[src/hdl/swst_pkg.sv]
package swst_pkg;

   localparam int WINDOW_MAX     = 64;
   localparam int SAMPLE_BITS    = 24;
   localparam int FRACTION_BITS  = 3;

   localparam int SEQ_BITS       = 32;
   localparam int VAL_BITS       = 28;
   localparam int WIN_BITS       = 7;
   localparam int SLOT_BITS      = 6;
   localparam int MINDEV_BITS    = 20;
   localparam int DUP_BITS       = 4;
   localparam int STATUS_BITS    = 3;
   localparam int OP_BITS        = 2;
   localparam int BIT_CNT_BITS   = $clog2(SEQ_BITS);

   // estimator gains and multipliers
   localparam int EST_SHIFT      = 3;   // gain 1/8
   localparam int DEV_SHIFT      = 2;   // gain 1/4
   localparam int RTO_DEV_SHIFT  = 2;   // rto = est + 4*dev
   localparam int DUP_FAST_RETX  = 3;

   localparam int CSR_INDEX_BITS = 1;
   localparam int CSR_DATA_BITS  = 20;

   localparam int REQ_TDATA_BITS = 56;
   localparam int REQ_TUSER_BITS = 2;
   localparam int RSP_TDATA_BITS = 104;
   localparam int RSP_TUSER_BITS = 4;

   typedef logic [SEQ_BITS-1:0]    seq_type;
   typedef logic [VAL_BITS-1:0]    val_type;
   typedef logic [WIN_BITS-1:0]    win_type;
   typedef logic [SLOT_BITS-1:0]   slot_type;
   typedef logic [DUP_BITS-1:0]    dup_type;

   typedef enum logic [OP_BITS-1:0] {
      OP_RESERVE,
      OP_TRANSMIT,
      OP_ACK,
      OP_HANDSHAKE
   } op_type;

   typedef enum logic [STATUS_BITS-1:0] {
      ST_OK,
      ST_WINDOW_FULL,
      ST_NOTHING_QUEUED,
      ST_ACK_OUTSIDE,
      ST_ACK_STALE
   } status_type;

   typedef enum logic [CSR_INDEX_BITS-1:0] {
      CSR_WINDOW_SIZE,
      CSR_MIN_DEVIATION
   } csr_index_type;

   // microseconds to fixed point, saturated to VAL_BITS
   function automatic val_type to_fixed(input seq_type us);
      logic [SEQ_BITS+FRACTION_BITS-1:0] wide;
      wide = {{FRACTION_BITS{1'b0}}, us} << FRACTION_BITS;
      if (wide[SEQ_BITS+FRACTION_BITS-1:VAL_BITS] != '0) begin
         return '1;
      end
      return wide[VAL_BITS-1:0];
   endfunction

endpackage

[src/hdl/sliding_window_sender_tracker_top.sv]
// Sender-side sliding window tracker with a smoothed RTT / deviation timeout
// estimator. One request per clock while no slot recompute runs and the
// response side keeps up: a request is captured in the input register and
// its response is loaded into the output register. Buffer slots are
// tracked incrementally for the base, next-to-send and next-sequence
// counters. Each write of window_size starts a bit-serial remainder pass
// over the sequence bits that recomputes those slots; no request is
// accepted while it runs, and csr writes are always taken.
module sliding_window_sender_tracker_top (
   input  logic                                    clock,
   input  logic                                    reset,
   // request stream
   input  logic                                    req_tvalid,
   output logic                                    req_tready,
   // [31:0] ack_seq, [55:32] rtt_sample_us
   input  logic [swst_pkg::REQ_TDATA_BITS-1:0]     req_tdata,
   // [1:0] op
   input  logic [swst_pkg::REQ_TUSER_BITS-1:0]     req_tuser,
   // response stream
   output logic                                    rsp_tvalid,
   input  logic                                    rsp_tready,
   // [31:0] seq_out, [37:32] slot_out, [69:38] base_out, [73:70] dup_count,
   // [101:74] timeout_value, [103:102] zero
   output logic [swst_pkg::RSP_TDATA_BITS-1:0]     rsp_tdata,
   // [2:0] status, [3] fast_retransmit
   output logic [swst_pkg::RSP_TUSER_BITS-1:0]     rsp_tuser,
   // configuration writes
   input  logic                                    csr_valid,
   output logic                                    csr_ready,
   input  logic [swst_pkg::CSR_INDEX_BITS-1:0]     csr_index,
   input  logic [swst_pkg::CSR_DATA_BITS-1:0]      csr_data
);
   import swst_pkg::*;

   localparam int EST_SUM_BITS = VAL_BITS + EST_SHIFT + 1;
   localparam int DEV_SUM_BITS = VAL_BITS + DEV_SHIFT;
   localparam int RTO_SUM_BITS = VAL_BITS + RTO_DEV_SHIFT + 1;
   localparam int HS_SUM_BITS  = VAL_BITS + 2;
   localparam int ACK_SUM_BITS = SLOT_BITS + 2;

   // configuration
   win_type                 window_ff;
   logic [MINDEV_BITS-1:0]  min_dev_ff;

   // slot recompute
   logic                    busy_ff;
   logic [BIT_CNT_BITS-1:0] bit_cnt_ff;
   logic                    csr_start;

   // input register
   logic                    in_valid_ff;
   op_type                  in_op_ff;
   seq_type                 in_ack_ff;
   logic [SAMPLE_BITS-1:0]  in_sample_ff;

   // state
   seq_type  base_ff, base_in;
   seq_type  nts_ff, nts_in;
   seq_type  nseq_ff, nseq_in;
   dup_type  dup_ff, dup_in;
   val_type  est_ff, est_in;
   val_type  dev_ff, dev_in;
   val_type  rto_ff, rto_in;
   slot_type slot_base_ff, slot_base_in;
   slot_type slot_nts_ff, slot_nts_in;
   slot_type slot_nseq_ff, slot_nseq_in;

   // response register
   logic       rsp_valid_ff;
   status_type rsp_status_ff, status_in;
   logic       rsp_fr_ff, fr_in;
   seq_type    rsp_seq_ff, seq_in;
   slot_type   rsp_slot_ff, slot_in;
   seq_type    rsp_base_ff;
   dup_type    rsp_dup_ff;
   val_type    rsp_rto_ff;

   logic    fire;
   win_type win;
   seq_type dist_seq, dist_nts, dist_ack;

   // estimator datapath
   val_type                  s_fix, m_fix, e_new, diff, d_new, dev_use;
   logic [EST_SUM_BITS-1:0]  est_sum;
   logic [DEV_SUM_BITS-1:0]  dev_sum;
   logic [RTO_SUM_BITS-1:0]  rto_sum;
   logic [HS_SUM_BITS-1:0]   hs_sum;
   val_type                  rto_ack, rto_hs;
   logic [ACK_SUM_BITS-1:0]  ack_sum;
   slot_type                 slot_ack;

   function automatic slot_type slot_next(input slot_type s, input win_type w);
      if ({1'b0, s} == SLOT_BITS'(w - WIN_BITS'(1)) + (SLOT_BITS + 1)'(0)) begin
         return '0;
      end
      return s + SLOT_BITS'(1);
   endfunction

   // one step of a restoring remainder, MSB first; r < w on entry
   function automatic slot_type rem_step(input slot_type r, input logic b,
                                         input win_type w);
      logic [SLOT_BITS:0] t;
      logic [SLOT_BITS:0] wx;
      t  = {r, b};
      wx = (SLOT_BITS + 1)'(w);
      if (t >= wx) begin
         t = t - wx;
      end
      return t[SLOT_BITS-1:0];
   endfunction

   assign csr_ready  = 1'b1;
   assign csr_start  = csr_valid && (csr_index == CSR_WINDOW_SIZE);
   assign fire       = in_valid_ff && !busy_ff && (!rsp_valid_ff || rsp_tready);
   assign req_tready = !busy_ff && (!in_valid_ff || fire);

   always_comb begin
      if (window_ff == '0) begin
         win = WIN_BITS'(1);
      end else if (window_ff > WIN_BITS'(WINDOW_MAX)) begin
         win = WIN_BITS'(WINDOW_MAX);
      end else begin
         win = window_ff;
      end
   end

   assign dist_seq = nseq_ff - base_ff;
   assign dist_nts = nts_ff - base_ff;
   assign dist_ack = in_ack_ff - base_ff;

   // estimator: est = (7*est + S) >> 3, dev = (3*dev + |S - new est|) >> 2
   assign s_fix   = to_fixed(SEQ_BITS'(in_sample_ff));
   assign m_fix   = to_fixed(SEQ_BITS'(min_dev_ff));
   assign est_sum = (EST_SUM_BITS'(est_ff) << EST_SHIFT) - EST_SUM_BITS'(est_ff)
                    + EST_SUM_BITS'(s_fix);
   assign e_new   = est_sum[VAL_BITS+EST_SHIFT-1:EST_SHIFT];
   assign diff    = (s_fix >= e_new) ? (s_fix - e_new) : (e_new - s_fix);
   assign dev_sum = (DEV_SUM_BITS'(dev_ff) << 1) + DEV_SUM_BITS'(dev_ff)
                    + DEV_SUM_BITS'(diff);
   assign d_new   = dev_sum[VAL_BITS+DEV_SHIFT-1:DEV_SHIFT];
   assign dev_use = (d_new > m_fix) ? d_new : m_fix;
   assign rto_sum = RTO_SUM_BITS'(e_new) + (RTO_SUM_BITS'(dev_use) << RTO_DEV_SHIFT);
   assign rto_ack = (rto_sum[RTO_SUM_BITS-1:VAL_BITS] != '0) ? '1
                                                           : rto_sum[VAL_BITS-1:0];
   assign hs_sum  = (HS_SUM_BITS'(s_fix) << 1) + HS_SUM_BITS'(s_fix);
   assign rto_hs  = (hs_sum[HS_SUM_BITS-1:VAL_BITS] != '0) ? '1
                                                         : hs_sum[VAL_BITS-1:0];

   // slot of the acked sequence: base slot plus a distance of at most one window
   assign ack_sum  = ACK_SUM_BITS'(slot_base_ff) + ACK_SUM_BITS'(dist_ack[WIN_BITS-1:0]);
   assign slot_ack = (ack_sum >= ACK_SUM_BITS'(win))
                     ? SLOT_BITS'(ack_sum - ACK_SUM_BITS'(win))
                     : ack_sum[SLOT_BITS-1:0];

   always_comb begin
      base_in      = base_ff;
      nts_in       = nts_ff;
      nseq_in      = nseq_ff;
      dup_in       = dup_ff;
      est_in       = est_ff;
      dev_in       = dev_ff;
      rto_in       = rto_ff;
      slot_base_in = slot_base_ff;
      slot_nts_in  = slot_nts_ff;
      slot_nseq_in = slot_nseq_ff;
      status_in    = ST_OK;
      fr_in        = 1'b0;
      seq_in       = '0;
      slot_in      = '0;

      if (busy_ff) begin
         slot_base_in = rem_step(slot_base_ff, base_ff[bit_cnt_ff], win);
         slot_nts_in  = rem_step(slot_nts_ff, nts_ff[bit_cnt_ff], win);
         slot_nseq_in = rem_step(slot_nseq_ff, nseq_ff[bit_cnt_ff], win);
      end else if (fire) begin
         case (in_op_ff)
            OP_RESERVE: begin
               if (dist_seq >= SEQ_BITS'(win)) begin
                  status_in = ST_WINDOW_FULL;
               end else begin
                  seq_in       = nseq_ff;
                  slot_in      = slot_nseq_ff;
                  nseq_in      = nseq_ff + SEQ_BITS'(1);
                  slot_nseq_in = slot_next(slot_nseq_ff, win);
               end
            end
            OP_TRANSMIT: begin
               if (nts_ff == nseq_ff) begin
                  status_in = ST_NOTHING_QUEUED;
               end else begin
                  seq_in      = nts_ff;
                  slot_in     = slot_nts_ff;
                  nts_in      = nts_ff + SEQ_BITS'(1);
                  slot_nts_in = slot_next(slot_nts_ff, win);
               end
            end
            OP_ACK: begin
               est_in = e_new;
               dev_in = d_new;
               rto_in = rto_ack;
               if (dist_ack == '0) begin
                  if (dup_ff != '1) begin
                     dup_in = dup_ff + DUP_BITS'(1);
                  end
                  fr_in = (dup_ff == DUP_BITS'(DUP_FAST_RETX - 1));
               end else if (dist_ack <= SEQ_BITS'(win)) begin
                  // counters passed by the ack are pulled up to the new base
                  if (dist_ack > dist_seq) begin
                     nseq_in      = in_ack_ff;
                     slot_nseq_in = slot_ack;
                  end
                  if (dist_ack > dist_nts) begin
                     nts_in      = in_ack_ff;
                     slot_nts_in = slot_ack;
                  end
                  base_in      = in_ack_ff;
                  slot_base_in = slot_ack;
                  dup_in       = '0;
               end else if (dist_ack[SEQ_BITS-1]) begin
                  status_in = ST_ACK_STALE;
               end else begin
                  status_in = ST_ACK_OUTSIDE;
               end
            end
            OP_HANDSHAKE: begin
               est_in = s_fix;
               dev_in = '0;
               rto_in = rto_hs;
            end
            default: begin
               status_in = ST_OK;
            end
         endcase
      end
   end

   always_ff @(posedge clock) begin
      if (reset) begin
         window_ff    <= WIN_BITS'(16);
         min_dev_ff   <= MINDEV_BITS'(10000);
         busy_ff      <= 1'b0;
         bit_cnt_ff   <= '0;
         in_valid_ff  <= 1'b0;
         rsp_valid_ff <= 1'b0;
         base_ff      <= '0;
         nts_ff       <= '0;
         nseq_ff      <= '0;
         dup_ff       <= '0;
         est_ff       <= '0;
         dev_ff       <= '0;
         rto_ff       <= '0;
         slot_base_ff <= '0;
         slot_nts_ff  <= '0;
         slot_nseq_ff <= '0;
      end else begin
         if (csr_valid) begin
            if (csr_index == CSR_WINDOW_SIZE) begin
               window_ff <= csr_data[WIN_BITS-1:0];
            end else begin
               min_dev_ff <= csr_data[MINDEV_BITS-1:0];
            end
         end

         if (csr_start) begin
            busy_ff    <= 1'b1;
            bit_cnt_ff <= BIT_CNT_BITS'(SEQ_BITS - 1);
         end else if (busy_ff) begin
            if (bit_cnt_ff == '0) begin
               busy_ff <= 1'b0;
            end else begin
               bit_cnt_ff <= bit_cnt_ff - BIT_CNT_BITS'(1);
            end
         end

         if (req_tvalid && req_tready) begin
            in_valid_ff <= 1'b1;
         end else if (fire) begin
            in_valid_ff <= 1'b0;
         end

         if (fire) begin
            rsp_valid_ff <= 1'b1;
         end else if (rsp_tready) begin
            rsp_valid_ff <= 1'b0;
         end

         base_ff <= base_in;
         nts_ff  <= nts_in;
         nseq_ff <= nseq_in;
         dup_ff  <= dup_in;
         est_ff  <= est_in;
         dev_ff  <= dev_in;
         rto_ff  <= rto_in;

         if (csr_start) begin
            slot_base_ff <= '0;
            slot_nts_ff  <= '0;
            slot_nseq_ff <= '0;
         end else begin
            slot_base_ff <= slot_base_in;
            slot_nts_ff  <= slot_nts_in;
            slot_nseq_ff <= slot_nseq_in;
         end
      end
   end

   // payload registers
   always_ff @(posedge clock) begin
      if (req_tvalid && req_tready) begin
         in_op_ff     <= op_type'(req_tuser[OP_BITS-1:0]);
         in_ack_ff    <= req_tdata[SEQ_BITS-1:0];
         in_sample_ff <= req_tdata[SEQ_BITS+SAMPLE_BITS-1:SEQ_BITS];
      end
      if (fire) begin
         rsp_status_ff <= status_in;
         rsp_fr_ff     <= fr_in;
         rsp_seq_ff    <= seq_in;
         rsp_slot_ff   <= slot_in;
         rsp_base_ff   <= base_in;
         rsp_dup_ff    <= dup_in;
         rsp_rto_ff    <= rto_in;
      end
   end

   assign rsp_tvalid = rsp_valid_ff;
   assign rsp_tuser  = {rsp_fr_ff, rsp_status_ff};
   assign rsp_tdata  = RSP_TDATA_BITS'({rsp_rto_ff, rsp_dup_ff, rsp_base_ff,
                                        rsp_slot_ff, rsp_seq_ff});

endmodule
[config.mk]
export PLATFORM = sky130hd
export DESIGN_NAME = sliding_window_sender_tracker_top
export DESIGN_NICKNAME = d
export VERILOG_FILES = /design/src/hdl/swst_pkg.sv /design/src/hdl/sliding_window_sender_tracker_top.sv
export SDC_FILE = /design/constraint.sdc
export NUM_CORES = 2
export LEC_CHECK = 0
export ABC_CLOCK_PERIOD_IN_PS = 18320
export BUFFER_PORTS_ARGS = -buffer_cell sky130_fd_sc_hd__buf_2
export CORE_ASPECT_RATIO = 0.5
export CORE_MARGIN = 5
export CORE_UTILIZATION = 40
export DETAILED_ROUTE_END_ITERATION = 10
export HOLD_SLACK_MARGIN = 0.1
export SKIP_LAST_GASP = 1
export SLEW_MARGIN = 5
export SYNTH_ARGS = -nofsm -noshare
export SYNTH_HDL_FRONTEND = slang
export SYNTH_SLANG_ARGS = --single-unit
[constraint.sdc]
create_clock -name clock -period 18.32 [get_ports clock]
set_clock_uncertainty 0.05 [all_clocks]
set_input_delay 3.664 -clock clock [delete_from_list [all_inputs] [get_ports clock]]
set_output_delay 3.664 -clock clock [all_outputs]
set_load 0.05 [all_outputs]
Yosys cells after proc, flatten, opt, wreduce, memory -nomap -nowiden --
Cells that the tools add are included. W data, S select, Z words.
Cells by class: $add $sub $neg 23, order comparisons 12, eq/ne operators 22, muxes and demuxes 97, bitwise gates (word level) 4, reductions and logical operators 38
Operators by type and width (count):
- $mux W32 | 15
- $pmux W32 S2 | 3
- $mux W28 | 6
- $pmux W28 S2 | 3
- $mux W6 | 27
- $sub A32 B32 Y32 | 3
- $add A32 B1 Y32 const B | 2
- $gt A32 B32 Y1 | 2
- $pmux W6 S2 | 3
- $eq A32 B32 Y1 | 1
- $ge A32 B7 Y1 | 1
- $le A32 B7 Y1 | 1
- $logic_not A32 Y1 | 1
- $add A28 B30 Y31 | 1
- $add A31 B27 Y31 | 1
- $sub A31 B28 Y31 | 1
- $add A29 B28 Y30 | 1
- $add A30 B28 Y30 | 1
- $add A28 B27 Y29 | 1
- $ge A27 B28 Y1 | 1
- $gt A28 B23 Y1 | 1
- $sub A27 B28 Y28 | 1
- $sub A28 B27 Y28 | 1
- $mux W4 | 6
- other kinds (40) | 112
Word-level totals: register bits 401, input port bits 84, output and inout bits 111

Logic depth before layout (Yosys ltp) --
word-level depth 15, mapped depth 71

Worst setup path before layout --
OpenSTA, ideal clock, no wires.
path type input-to-output, from input rsp_tready, to output req_tready, data arrival time 10272 ps, path slack 4334 ps, cell stages on the path 4, buffers on the path 0, path through inv_1 -> a21oi_1 -> nor2b_1 -> nor2_1
On the way: cells in the longest elaborated chain, start to end 4
RTL lines:
- start: declaration | line sliding_window_sender_tracker_top.sv:21 | input logic rsp_tready,
- $logic_or A1 B1 Y1 | line sliding_window_sender_tracker_top.sv:114 | assign fire = in_valid_ff && !busy_ff && (!rsp_valid_ff || rsp_tready);
- $logic_and A1 B1 Y1 | line sliding_window_sender_tracker_top.sv:114
- named net fire | line sliding_window_sender_tracker_top.sv:78 | logic fire;
- $logic_or A1 B1 Y1 | line sliding_window_sender_tracker_top.sv:115 | assign req_tready = !busy_ff && (!in_valid_ff || fire);
- $logic_and A1 B1 Y1 | line sliding_window_sender_tracker_top.sv:115
- end: declaration | line sliding_window_sender_tracker_top.sv:14 | output logic req_tready,
The timed path passes the listed nets, and every way through them passes these cells.

Worst setup path after layout --
from register in_sample_ff[2], to register rsp_rto_ff[6], data pin
On the way: cells in the longest elaborated chain, start to end 12
RTL lines:
- start: declaration | line sliding_window_sender_tracker_top.sv:54 | logic [SAMPLE_BITS-1:0] in_sample_ff;
- start signal: assignment | line sliding_window_sender_tracker_top.sv:312 | in_sample_ff <= req_tdata[SEQ_BITS+SAMPLE_BITS-1:SEQ_BITS];
- $add A31 B27 Y31 | line sliding_window_sender_tracker_top.sv:135 | + EST_SUM_BITS'(s_fix);
- $sub A28 B27 Y28, or another cell as far along | line sliding_window_sender_tracker_top.sv:137 | assign diff = (s_fix >= e_new) ? (s_fix - e_new) : (e_new - s_fix);
- $mux W28 | line sliding_window_sender_tracker_top.sv:137
- $add A30 B28 Y30 | line sliding_window_sender_tracker_top.sv:139 | + DEV_SUM_BITS'(diff);
- $gt A28 B23 Y1 | line sliding_window_sender_tracker_top.sv:141 | assign dev_use = (d_new > m_fix) ? d_new : m_fix;
- $mux W28 | line sliding_window_sender_tracker_top.sv:141
- $add A28 B30 Y31 | line sliding_window_sender_tracker_top.sv:142 | assign rto_sum = RTO_SUM_BITS'(e_new) + (RTO_SUM_BITS'(dev_use) << RTO_DEV_SHIFT);
- $reduce_bool A3 Y1 | line sliding_window_sender_tracker_top.sv:143 | assign rto_ack = (rto_sum[RTO_SUM_BITS-1:VAL_BITS] != '0) ? '1
- $mux W28 | line sliding_window_sender_tracker_top.sv:143
- $pmux W28 S2 (*) | line sliding_window_sender_tracker_top.sv:176 | case (in_op_ff)
- $mux W28 (*) | line sliding_window_sender_tracker_top.sv:175 | end else if (fire) begin
- $mux W28 (*) | line sliding_window_sender_tracker_top.sv:171 | if (busy_ff) begin
- named net rto_in[6] | line sliding_window_sender_tracker_top.sv:63 | val_type rto_ff, rto_in;
- end signal: assignment | line sliding_window_sender_tracker_top.sv:321 | rsp_rto_ff <= rto_in;
- end: declaration | line sliding_window_sender_tracker_top.sv:76 | val_type rsp_rto_ff;
Mark *: on every way through the listed nets, which the timed path passes. The rest lies on a longest branch. A chain may end at the register's enable or synchronous reset.

==> metrics.txt <==
Max-slew headroom=7.69%; post-route insts no fill=about 5700; Post-synth EDFFs=164; Critical Path AT=16.84 ns; Final nets=slightly below 5000; Yosys reg bits=401; clock-pin slew on the worst setup and hold paths=0.06 ns; detailed-placement wirelength estimate=around 93000 um; setup tns final=0 ns; # diodes=0; Pint=0.00353 W; Net Sw Frac=roughly half; Max-Cap Viols=0; Pre-antenna DRT Iters=6; IO Pins=195; Post-Route WL=122000 um; main flop type after synthesis=dfxtp_1; pwr dens=182 nW/um^2; slew at the pin closest to its max-slew limit=1.35 ns; post-synthesis cell count=4349; max frequency=60.5 MHz; Critical Path RT=roughly 19 ns; Final Max Tran Viols=0; reg2reg start=in_sample_ff[2]; Final Hold Fails=0; Peak VDD IR=approximately 210 uV; post-route ant nets=0; Post-CTS Hold Buffers=0; main combinational cell family by area after synthesis=compound AO/OA/AOI/OAI gates; multiplexer share of the synthesized area=3.95%; hold_sp=window_ff[0]; hold depth=2; post-synthesis sequential area ratio=26.7%; routed via count=33100; largest net degree at the start of global routing=80; CTS Buf Count=45; Avg Vias per Cell=5.86; status=complete, no violations; RD Place Congestion=0.952; Synthesis Warnings=0; Adder-Cell Fraction of Synth Area=16.8%; max incr delay on CP=0.62 ns; Yosys cell types=106; placed inst area=~38000 um^2; post-CTS setup buffers=0; Layout area overhead=9.64%; Synth Area in XOR/XNOR=6.34%; DR iter-0 viols=2806; fin crit share=90.3%; fraction of registers with async set/reset=0%; Routed WL per cell=21.6 um; core area=90200 um^2; Hold Crit Class=reg2reg; CTS Sinks=401; Post-Synthesis Cell Area=36200 um^2; initial antenna violation count=0; setup violators final=0; All-Layer GR Usage=24.2%; Leak=16.7 nW; total gr overflow=0; vias in the first global route=31800; CP startpoint=in_sample_ff[2]; Port-buffer cells=191; fin crit period=16.54 ns; DP Cell Count=5568; Compound-Gate Fraction of Synth Area=23.5%; Final Cell Area=~40000 um^2; worst r2r path cells=60; clk_lat worst skew=0.64 ns; TritonCTS clock tree=built; highest-count cells in the layout ignoring fill and taps=nand2_1, a21oi_1, ha_1; clock share of power=13.5%; CTS root buf=clkbuf_16; first-pass GRT wire length=187000 um; most used cell, CP=a21o_1; hold slack final=0.433 ns; RSZ-0062 raised after global routing=false; Fillers=8990; Avg Cell Area, Syn=8.32 um^2; CP Max Fanout=28; Clock Path Buffers=3; Post-Synth Simple-Gate Area=17.2%; commonest non-fill, non-tap cell in the layout=nand2_1; Worst setup SP type=flip-flop; Die Area=97000 um^2; Starting Density=roughly 40%; row count=78; R2R Setup Slk=1.78 ns; Logic pwr share=71.4%; Seq pwr share=approximately 15%; H-tree depth=2; Worst Setup Path Type=reg2reg; Die Height=223 um; layout cells sized above 1=9.30%; slowest CP cell=nor3_2; post_cts resized=0; drt drc=0; Sw Pwr=0.00369 W; CP Capture Type=flip-flop; die span in x=435 um
## worst paths after layout
check	to
setup / recovery	rsp_rto_ff[6]
hold / removal	window_ff[0]
setup reg to reg	rsp_rto_ff[6]
hold reg to reg	window_ff[0]
## stage by stage
stage                     total power, W  setup WS, ns  utilization [%]
after floorplan                  0.00480          4.33                -
after global placement           0.00620          2.44             42.3
after detailed placement         0.00624          2.07             42.3
after CTS                        0.00726          2.00             44.0
after global routing             0.00780         0.582             44.0
final                            0.00722          1.78             44.0
## registers in the layout, summed over array words and instances (netlist names), 2 cells and up
register / cells
base_ff: 32
rsp_status_ff: 3
est_ff: 28
in_ack_ff: 32
rsp_dup_ff: 4
bit_cnt_ff: 5
nts_ff: 32
slot_base_ff: 6
in_op_ff: 2
rsp_base_ff: 32
slot_nseq_ff: 6
rsp_seq_ff: 32
nseq_ff: 32
slot_nts_ff: 6
window_ff: 7
min_dev_ff: 20
rto_ff: 28
dev_ff: 28
rsp_slot_ff: 6
rsp_rto_ff: 28
dup_ff: 4
in_sample_ff: 24
## cell usage after synthesis, drive strengths merged (30+ instances only)
library cell | count | area, um^2
a22oi | 81 | 608
a211oi | 66 | 500
xor2 | 144 | 1260
dfxtp | 237 | 4740
and2 | 32 | 200
nand3 | 89 | 445
o21ai | 214 | 1090
a31oi | 67 | 425
nand4 | 47 | 294
nor2 | 370 | 1390
ha | 386 | 4830
nor4 | 34 | 264
nor2b | 45 | 282
a21oi | 395 | 1980
o31ai | 51 | 402
clkbuf | 172 | 646
fa | 63 | 1260
o21a | 41 | 308
mux4 | 30 | 676
nand2b | 47 | 294
nand2 | 424 | 1590
o211ai | 33 | 253
buf | 36 | 208
a21o | 124 | 931
edfxtp | 164 | 4920
inv | 301 | 1130
nor3 | 93 | 475
xnor2 | 118 | 1030
mux2i | 44 | 440
and3 | 54 | 338
## routing by layer
layer | wire length [um] | GRT usage (%) | up-vias
met2 | 57200 | 41.2 | 1038
li1 | - | - | 16000
met1 | 53900 | 32.3 | 15900
met3 | 7130 | 3.00 | 188
met4 | 3760 | 7.53 | 0
met5 | 0 | 0 | -
## critical path: cells and delay by family, from the launching register on
kind / cells / cell delay, ns
buffers and inverters: 4 / 0.86
AO/OA/AOI/OAI: 37 / 8.67
XOR/XNOR: 3 / 0.80
AND/OR/NAND/NOR: 7 / 1.93
adder cells (fa/ha/maj): 7 / 2.83
flip-flops: 1 / 0.42
multiplexers: 2 / 0.68
## final cells by class
| class | count | area [um^2] | area share [%] |
|---|---|---|---|
| inverter | 304 | 1140 | 2.88 |
| clock buffer | 54 | 1200 | 3.03 |
| clock inverter | 30 | 327 | 0.823 |
| tap | 1200 | 1500 | 3.78 |
| multi-input combinational | 3437 | 24600 | 62.0 |
| timing repair buffer | 226 | 1220 | 3.09 |
| sequential | 401 | 9670 | 24.4 |
## power by group through the flow
stage	Clock (W)	Sequential [W]	Combinational, W
floorplan	0	0.00115	0.00365
global placement	0	0.00111	0.00509
detailed placement	0	0.00111	0.00513
CTS	0.00100	0.00109	0.00517
global route	0.00104	0.00110	0.00566
finish	0.000975	0.00109	0.00516
## cells by family after synthesis
family | after synthesis
buf+inv | 512
xor+xnor | 262
fa+ha+maj | 449
other cells | 2
simple gates | 1321
compound gates | 1300
mux | 102
flops | 401
(Power assumes the default switching activity.)
